[config.mk]
export PLATFORM = sky130hd
export DESIGN_NAME = lj_jobq
export DESIGN_NICKNAME = d
export VERILOG_FILES = /design/src/hdl/lj_jobq.sv
export SDC_FILE = /design/constraint.sdc
export NUM_CORES = 1
export LEC_CHECK = 0
export ABC_AREA = 1
export BUFFER_PORTS_ARGS = -buffer_cell sky130_fd_sc_hd__buf_2
export CORE_MARGIN = 8
export CORE_UTILIZATION = 52
export CTS_BUF_LIST = sky130_fd_sc_hd__clkbuf_16
export CTS_CLUSTER_DIAMETER = 50
export DETAILED_ROUTE_END_ITERATION = 8
export HOLD_SLACK_MARGIN = 0.02
export PLACE_DENSITY = 0.8
export SYNTH_ARGS = -nofsm -noshare
export SYNTH_HDL_FRONTEND = slang
export SYNTH_SLANG_ARGS = --single-unit
[constraint.sdc]
create_clock -name clk_i -period 3.1 [get_ports clk_i]
set_input_delay 0.62 -clock clk_i [delete_from_list [all_inputs] [get_ports clk_i]]
set_output_delay 0.62 -clock clk_i [all_outputs]
set_load 0.1 [all_outputs]
[src/hdl/lj_jobq.sv]
`default_nettype none

module lj_jobq #(
  parameter int unsigned W = 7
) (
  input  wire logic         clk_i,
  input  wire logic         rst_ni,
  input  wire logic         push_i,
  input  wire logic [W-1:0] din_i,
  input  wire logic         pop_i,
  output logic [W-1:0]      dout_o,
  output logic              empty_o,
  output logic              full_o
);

  logic [W-1:0] slot_q [2];
  logic         wr_ptr_q;
  logic         rd_ptr_q;
  logic [1:0]   cnt_q;
  logic         do_push;
  logic         do_pop;

  assign empty_o = (cnt_q == 2'd0);
  assign full_o  = (cnt_q == 2'd2);
  assign dout_o  = slot_q[rd_ptr_q];
  assign do_push = push_i && !full_o;
  assign do_pop  = pop_i && !empty_o;

  always_ff @(posedge clk_i) begin
    if (do_push) begin
      slot_q[wr_ptr_q] <= din_i;
    end
  end

  always_ff @(posedge clk_i or negedge rst_ni) begin
    if (!rst_ni) begin
      wr_ptr_q <= 1'b0;
      rd_ptr_q <= 1'b0;
      cnt_q    <= 2'd0;
    end else begin
      if (do_push) begin
        wr_ptr_q <= !wr_ptr_q;
      end
      if (do_pop) begin
        rd_ptr_q <= !rd_ptr_q;
      end
      unique case ({do_push, do_pop})
        2'b10:   cnt_q <= cnt_q + 2'd1;
        2'b01:   cnt_q <= cnt_q - 2'd1;
        default: cnt_q <= cnt_q;
      endcase
    end
  end

endmodule

`default_nettype wire

==> results.md <==
* RD Place Congestion at 0.767
* Most area-consuming cells after synthesis: edfxtp_1 56%, nand2_1 15%, dfrtp_1 13%
* Largest family of logic cells by synthesized area: simple AND/OR/NAND/NOR gates
* Final WL at 1340 um
* Share of cells above drive strength 1 at 30.8%
* Placement Setup Slack at 1300 ps
* Worst R2R Start: cnt_q[1]
* Post-synthesis area per instance at 10.8 um^2
* FF-to-FF setup slack at 1650 ps
* Largest net degree at the start of global routing at 11
* Setup CP Type: reg2out
* CTS tree: built
* Post-route setup slack at 1030 ps
* Setup tns final at 0 ps
* CP peak stage delay at 470 ps
* CTS resizes at 0
* Data arrival, critical path at 1450 ps
* Synth Area in Adders at 1.68%
* Number of global-route vias before repair at 543
* Synth top cells by count: 29 x nand2_1, 14 x edfxtp_1, 8 x inv_1
* Wire per inst at 12.6 um
* Most used cell along the critical path: nand2_1
* Gr ovfl total at 0
* Initial core utilization at 56.6%
* Final setup viols at 0
* Tightest Pin Transition at 574 ps
* Fin. max-slew vios at 0
* Cell Rows at 13
* Outcome: complete, no violations
* RSZ-0062 raised after global routing: no
* Count leader, synth: nand2_1
* Gr usage total at 10.7%
* Initial antenna violation count at 0
* Startpoint types: register
* Number of failing hold endpoints at the final stage at 0
* Final net count at 104
* Post-synth EDFFs at 14
* Via density at 4.94
* Crit Path Max Fanout at 9
* Post-route design area at 933 um^2
* Multiplexer share of the synthesized area at 0%
* Tmin final at 2070 ps
* Crit path from: rd_ptr_q
* Synth Area in Simple Gates at 20.5%
* Synth Instances at 69
* Max Clock Skew at 1.14 ps
* Fmax at 483 MHz
* I/O Pins at 20
* Register area share after synthesis at 69.8%
* CP cell instances: inv_2 > nand2_1 > nand2_1 > buf_2
* Top-area cell type share of the netlist area at 56.4%
* Delay-heaviest family, CP: buffers and inverters
* Core Box Area at 1320 um^2
* Crit path buffers/inverters at 2
* Area growth syn-to-layout at 25.2%
* Cell taking the most area after synthesis: edfxtp_1
* Rel. slew slack at 61.6%
* Hold buffer count at cts at 0
* Clock Latency Late Sink at 240 ps
* Syn Nets at 81
* Worst path required time at 2480 ps
* Setup repair bufs after CTS at 0
* Layout fillers at 100
* Synth cell types at 14
* Number of I/O port buffers at 19
* Primary FF master, synth: edfxtp_1
* Die width at 53.9 um
* ANT cells at 0
* Slowest CP cell: dfrtp_1
* H-tree depth at 1
* Via count at 524
* Inserted Clock Buffers at 3
* Die area at 2900 um^2
* Clock sink count at 18
* Antenna viol nets, final at 0
* Synthesis warning total at 0
* CP Capture Type: output pin
* CTS Root Cell: clkbuf_16
* Global-route wire length before repair at 2240 um
* CTS Buffer Depth at 2
* Max-cap violations at 0
* Worst-path clk slew at 50 ps
* Drt first pass iters at 4
* Hold Path Class: in2async
* HPWL Detailed at 1050 um
* Async S/R FF share, synth at 22.2%
* Die height at 53.9 um
* Post-synthesis compound-gate area fraction at 1.17%
* Period utilization at 66.8%
* Initial DRC count at 12
* Xor and xnor area share after synthesis at 1.17%
* Placed Area at 855 um^2
* DRC at 0
* Synthesized area at 746 um^2
* Register bit total from synthesis at 18
[cells by family after synthesis]
| group | after synthesis |
|---|---|
| simple gates | 37 |
| xor+xnor | 1 |
| buf+inv | 11 |
| compound gates | 1 |
| flops | 18 |
| fa+ha+maj | 1 |
[state kept, by name, summed over array words and instances (netlist names)]
name,count
rd_ptr_q,1
wr_ptr_q,1
cnt_q,2
slot_q,14
[through the flow]
stage,instances,utilization [%],hold WS (ps)
2_1_floorplan,69,-,324
3_3_place_gp,102,64.9,433
3_5_place_dp,102,64.9,433
4_1_cts,106,70.8,176
5_1_grt,106,70.8,172
6_report,106,70.8,176
[worst reg2reg max path, delay by kind of cell, from the launching register on]
| kind | cells | cell delay [ps] |
|---|---|---|
| buffers and inverters | 1 | 160 |
| DFF | 1 | 390 |
| and+or+nand+nor | 1 | 450 |
| AOI/OAI and AO/OA | 1 | 90 |
[layout by cell type (no fill, tap or decap)]
cell type / count
clkbuf_16: 3
nand2_1: 29
inv_2: 2
nor2_2: 1
dfrtp_1: 4
nor2_1: 1
inv_1: 8
o21ai_2: 1
buf_2: 19
ha_1: 1
nand4_1: 1
clkinv_1: 1
xnor2_1: 1
nand3_1: 3
edfxtp_1: 14
nand2_2: 2
[cell type report]
type,instances,area (um^2),share of cell area [%]
sequential,18,520,55.8
multi-input combinational,40,183,19.6
timing repair buffer,19,95.1,10.2
clock buffer,3,75.1,8.04
inverter,10,37.5,4.02
tap,15,18.8,2.01
clock inverter,1,3.75,0.402
[routing by layer]
metal	vias up	GRT usage, %	share of wire [%]	wire [um]
met5	-	0	0	0
met4	0	6.72	2.3	31
met3	4	3.86	6.9	92
met2	15	18.5	53	709
met1	241	10.5	38	504
li1	264	-	-	-
[final timing paths]
check | cells past startpoint | end
min reg2reg | 2 | wr_ptr_q
min | 1 | wr_ptr_q
max reg2reg | 3 | slot_q[1][6]
max in group asynchronous | 1 | cnt_q[1]
min in group clk_i | 2 | wr_ptr_q
max | 4 | dout_o[5]
Power is left out: the tool's default activity adds up to more than one toggle a clock period on the data nets, which glitch-free logic cannot reach.
