`src/hdl/lj_pkg.sv`:
```
`default_nettype none

package lj_pkg;

  localparam int unsigned COORD_W  = 24;
  localparam int unsigned CFG_W    = 7;
  localparam int unsigned ENERGY_W = 64;
  localparam int unsigned STATUS_W = 2;

  localparam logic [CFG_W-1:0] ATOM_COUNT_RESET = 7'd3;
  localparam logic [CFG_W-1:0] ATOM_COUNT_MIN   = 7'd3;

  localparam logic [STATUS_W-1:0] ST_OK         = 2'd0;
  localparam logic [STATUS_W-1:0] ST_COINCIDENT = 2'd1;
  localparam logic [STATUS_W-1:0] ST_OVERFLOW   = 2'd2;

  localparam logic signed [ENERGY_W-1:0] ENERGY_MAX = 64'sh7FFF_FFFF_FFFF_FFFF;
  localparam logic signed [ENERGY_W-1:0] ACC_LIMIT  = 64'sh1FFF_FFFF_FFFF_FFFF;

  typedef struct packed {
    logic signed [COORD_W-1:0] coordinate;
    logic                      last;
  } coord_in_t;

  typedef struct packed {
    logic signed [ENERGY_W-1:0] energy;
    logic [STATUS_W-1:0]        status;
  } result_t;

endpackage

`default_nettype wire

```
`src/hdl/lj_front.sv`:
```
`default_nettype none

module lj_front #(
  parameter int unsigned MAX_ATOMS = 64,
  localparam int unsigned DEPTH = 3 * MAX_ATOMS - 6,
  localparam int unsigned AW = $clog2(DEPTH),
  localparam int unsigned LW = $clog2(DEPTH + 1),
  localparam int unsigned NW = $clog2(MAX_ATOMS + 1)
) (
  input  wire logic                              clk_i,
  input  wire logic                              rst_ni,
  input  wire logic                              in_valid_i,
  output logic                                   in_ready_o,
  input  wire lj_pkg::coord_in_t                 in_data_i,
  input  wire logic                              cfg_valid_i,
  output logic                                   cfg_ready_o,
  input  wire logic [lj_pkg::CFG_W-1:0]          cfg_data_i,
  input  wire logic                              hold_i,
  input  wire logic                              full_i,
  output logic                                   push_o,
  output logic [NW-1:0]                          job_o,
  output logic                                   wr_en_o,
  output logic [AW-1:0]                          wr_addr_o,
  output logic signed [lj_pkg::COORD_W-1:0]      wr_data_o
);

  logic [lj_pkg::CFG_W-1:0] atom_count_q;
  logic [LW-1:0]            load_cnt_q;
  logic                     accept;

  assign cfg_ready_o = 1'b1;
  assign in_ready_o  = !hold_i && !full_i;
  assign accept      = in_valid_i && in_ready_o;

  assign wr_en_o   = accept && (load_cnt_q < LW'(DEPTH));
  assign wr_addr_o = load_cnt_q[AW-1:0];
  assign wr_data_o = in_data_i.coordinate;
  assign push_o    = accept && in_data_i.last;

  always_comb begin
    priority if (32'(atom_count_q) > MAX_ATOMS) begin
      job_o = NW'(MAX_ATOMS);
    end else if (atom_count_q < lj_pkg::ATOM_COUNT_MIN) begin
      job_o = NW'(lj_pkg::ATOM_COUNT_MIN);
    end else begin
      job_o = NW'(atom_count_q);
    end
  end

  always_ff @(posedge clk_i or negedge rst_ni) begin
    if (!rst_ni) begin
      atom_count_q <= lj_pkg::ATOM_COUNT_RESET;
      load_cnt_q   <= '0;
    end else begin
      if (cfg_valid_i && cfg_ready_o) begin
        atom_count_q <= cfg_data_i;
      end
      if (accept) begin
        if (in_data_i.last) begin
          load_cnt_q <= '0;
        end else if (wr_en_o) begin
          load_cnt_q <= load_cnt_q + LW'(1);
        end
      end
    end
  end

endmodule

`default_nettype wire

```
`config.mk`:
```
export PLATFORM = sky130hd
export DESIGN_NAME = lj_front
export DESIGN_NICKNAME = d
export VERILOG_FILES = /design/src/hdl/lj_pkg.sv /design/src/hdl/lj_front.sv
export SDC_FILE = /design/constraint.sdc
export NUM_CORES = 1
export LEC_CHECK = 0
export BUFFER_PORTS_ARGS = -buffer_cell sky130_fd_sc_hd__buf_2
export CAP_MARGIN = 20
export CORE_ASPECT_RATIO = 0.8
export CORE_MARGIN = 5
export CORE_UTILIZATION = 39
export DETAILED_ROUTE_END_ITERATION = 6
export PLACE_DENSITY_LB_ADDON = 0.3
export SETUP_SLACK_MARGIN = 0.5
export SLEW_MARGIN = 20
export SYNTH_ARGS = -nofsm -noshare
export SYNTH_HDL_FRONTEND = slang
export SYNTH_SLANG_ARGS = --single-unit
```
`constraint.sdc`:
```
create_clock -name clk_i -period 1.85 [get_ports clk_i]
set_input_delay 0.2775 -clock clk_i [delete_from_list [all_inputs] [get_ports clk_i]]
set_output_delay 0.2775 -clock clk_i [all_outputs]
set_load 0.02 [all_outputs]
```
==> results.txt <==
----------------------------------------------------
[Setup path]
  Critical path endpoint category ... output pin
  Worst r2r src ... wr_addr_o[2]
  Buf/Inv on CP ... 1
  Depth of the critical timing path with buffers and inverters included ... 4
  Worst path top cell family by delay ... simple AND/OR/NAND/NOR gates
  Endpoint arrival time on the critical path ... 1.32 ns
  Worst Path Max Fanout ... 2
  Cell type of the slowest stage on the worst timing path ... sky130_fd_sc_hd__dfrtp_1
  Destination of the critical timing path ... job_o[1]
  Series of cell instances along the critical path ... nor4_2 > nor2_1 > nor2_1 > buf_4
  WS Path Type ... reg2out
  Minimum setup slack among reg-to-reg paths ... 0.36 ns
  Worst path max stage delay ... 0.40 ns
  Req. time, crit path ... 1.57 ns
  Worst r2r dst ... wr_addr_o[4]
  Register-to-Register Path Depth ... 6
  Most frequent CP cell ... sky130_fd_sc_hd__nor2_1
  Critical path origin ... atom_count_q[2]
  Element type at the critical path start ... flip-flop

[CTS]
  H-Tree Level Count ... 1
  Clk sinks ... 15
  Largest buffer count on any clock path ... 2
  Clock insertion delay at the later pin of the skew report ... 0.29 ns
  Clock Tree Root ... sky130_fd_sc_hd__clkbuf_4
  Clock tree from TritonCTS ... yes
  Total CTS buffers ... 3
  Clock transition at path regs ... 0.10 ns

[Logic synthesis]
  Area leader, netlist ... sky130_fd_sc_hd__dfrtp_1
  Sequential share of the synthesized area ... 0.373
  Async set-reset flop share out of synthesis ... 1.00
  Library cell with the highest instance count after synthesis ... sky130_fd_sc_hd__buf_4
  Predominant post-synthesis flop cell ... sky130_fd_sc_hd__dfrtp_1
  Cell area after synthesis ... 1010 sq um
  Yosys reg bits ... 15
  Number of nets in the synthesized netlist ... 143
  Average cell area after synthesis ... 9.74 sq um
  EDFF count, synth ... 0
  Distinct cell type count of the synthesized netlist ... 33
  Yosys synthesis warning count ... 0
  Commonest cells in the synthesized netlist ... 25 x sky130_fd_sc_hd__buf_4, 13 x sky130_fd_sc_hd__dfrtp_1, 10 x sky130_fd_sc_hd__nor2_1, 8 x sky130_fd_sc_hd__mux2_2, 6 x sky130_fd_sc_hd__nand3_1
  Synth top area cells ... sky130_fd_sc_hd__dfrtp_1 32%, sky130_fd_sc_hd__buf_4 19%, sky130_fd_sc_hd__mux2_2 8.9%, sky130_fd_sc_hd__dfstp_2 5.2%, sky130_fd_sc_hd__nor2_1 3.7%
  Mapped Cells ... 104
  Portion of synthesized cell area occupied by the leading cell type ... 0.321

[Routing]
  Pre-antenna DRT Iters ... 4
  DRC errors left ... 0
  Wire length after detailed routing ... 2.32 mm
  WL/cell ... 14.1 um
  Via-to-Cell Ratio ... 4.93
  DRT iter0 DRCs ... 7
  Number of vias after detailed routing ... 814
  Post-detailed-route count of antenna-violating nets ... 0

[Finish]
  Total non-filler cell area in the finished layout ... 1330 sq um
  Number of antenna repair diodes ... 0
  Number of inserted filler cells in the final layout ... 219
  Final core utilization ... 0.538
  Area growth syn-to-layout ... 30.7%
  Share of final-layout standard cells stronger than drive strength 1 ... 0.667
  Layout Nets ... 169

[Place]
  HPWL reported at the end of detailed placement ... 1.48 mm
  Dpl cell area ... 1030 sq um
  GPL Wtd Cong ... 0.694
  Number of buffer cells added on primary ports ... 31

[STA]
  Number of max-slew violations in the final report ... 0
  Setup repair after global routing missed its margin ... true
  Final critical delay including setup and external delays ... 1.60 ns
  Fmax ... 0.625 GHz
  Setup Skew ... 0.00183 ns
  Setup TNS ... 0 ns
  Final setup violation count ... 0
  Fin crit share ... 0.865
  Hold Vio Cnt, Final ... 0

[Die]
  Full die area ... 3720 sq um
  Starting Density ... 0.412
  Die Width ... 67.0 um
  Core Rows ... 16
  Die Height ... 55.6 um
  Placeable core region ... 2460 sq um
  I/O pins ... 81

[Power and ir drop]
  Gate power share ... 0.333
  Sw Ratio ... 0.339
  Post-layout power ... 0.935 mW
  Clock network fraction of design power ... 0.215
  Power Density ... 705 nW/um^2
  Worst vdd rail ir drop ... 0.376 mV
  Power dissipated by switching net loads ... 0.317 mW
  Fraction of power consumed by sequential logic ... 0.452
  Leakage component of the power ... 0.575 nW
  Cell-internal power ... 0.618 mW

[Run status]
  Status ... completed

[GRT]
  Global routing usage on met2 ... 0.185
  Via count of the first global-routing pass ... 797
  Met1 routing resource usage after global routing ... 0.147
  Met3 layer usage reported by global route ... 0.0626
  Maximum number of pins on one net before global-route repair ... 16
  All-Layer GR Usage ... 0.119
  Global-route wire length before repair ... 3.44 mm
  Aggregate global routing overflow ... 0
  Most used routing layer in global routing ... met2
  Number of antenna violations at the first check in global routing ... 0

[Run]
  Max cap viols ... 0

[Hold path]
  Min-Delay Path Class ... in2reg

----------------------------------------------------
-- cell usage in the layout, fill, tap and decap left out, types with 3 or more instances in the layout --
cell,count
sky130_fd_sc_hd__nor2_1,8
sky130_fd_sc_hd__dfrtp_2,8
sky130_fd_sc_hd__nand2_1,4
sky130_fd_sc_hd__clkbuf_4,3
sky130_fd_sc_hd__nand3_1,4
sky130_fd_sc_hd__o211ai_1,3
sky130_fd_sc_hd__mux2_2,8
sky130_fd_sc_hd__buf_2,20
sky130_fd_sc_hd__nor2b_1,4
sky130_fd_sc_hd__buf_4,17
sky130_fd_sc_hd__dfrtp_1,5
sky130_fd_sc_hd__buf_6,11
-- stage by stage --
step | worst slack [ns] | hold slack [ns] | std cells
finish | 0.249 | 0.212 | 165
global route | 0.143 | 0.199 | 165
CTS | 0.227 | 0.201 | 158
detailed placement | 0.288 | 0.206 | 144
global placement | 0.314 | 0.201 | 144
floorplan | 0.437 | -0.0181 | 104
-- power by group through the flow --
stage	registers (mW)	clock network [mW]	logic, mW
after global routing	0.428	0.223	0.335
after detailed placement	0.425	0	0.197
final	0.423	0.201	0.311
after global placement	0.425	0	0.196
after floorplan	0.441	0	0.179
after CTS	0.416	0.210	0.243
-- flip-flops by register name, indices dropped and copies added, names as in the netlist --
register      count
atom_count_q      7
wr_addr_o         8
-- repair_timing --
item	in CTS	in global routing
hold buffers	1	0
endpoints found under the setup margin	8	16
buffers inserted	9	7
resized for setup	15	25
pin swaps	6	6
hold endpoints to repair	13	0
-- worst min path at each step --
stage / from / endpoint / slack (ns) / depth (start not counted)
CTS: cfg_data_i[6] / atom_count_q[6] / 0.20 / 2
floorplan: rst_ni / atom_count_q[2] / -0.02 / 0
global route: cfg_data_i[1] / atom_count_q[1] / 0.20 / 2
detailed placement: rst_ni / atom_count_q[6] / 0.21 / 1
finish: cfg_data_i[2] / atom_count_q[2] / 0.21 / 2
global placement: rst_ni / wr_addr_o[6] / 0.20 / 1
-- cell families (layout without fill, tap and decap cells) --
family / after synthesis / count (layout) / share of synthesized area
buf+inv: 30 / 55 / 0.211
simple gates: 35 / 35 / 0.185
other cells: 1 / 1 / 0.00370
mux: 9 / 9 / 0.0988
flops: 15 / 15 / 0.373
fa+ha+maj: 1 / 1 / 0.0123
compound gates: 13 / 13 / 0.116
-- final cells by class --
type | count | area (sq um) | area share
multi-input combinational | 59 | 495 | 0.374
timing repair buffer | 49 | 362 | 0.273
clock inverter | 1 | 5.00 | 0.00378
clock buffer | 3 | 22.5 | 0.0170
sequential | 15 | 388 | 0.293
inverter | 2 | 7.51 | 0.00567
tap | 36 | 45.0 | 0.0340
-- metal layers --
| metal | up-vias | part of all wire |
|---|---|---|
| li1 | 389 | - |
| met3 | 4 | 0.11 |
| met5 | - | 0 |
| met4 | 0 | 0.0099 |
| met1 | 368 | 0.39 |
| met2 | 53 | 0.48 |
No activity file was read; power rests on OpenSTA's default activity.
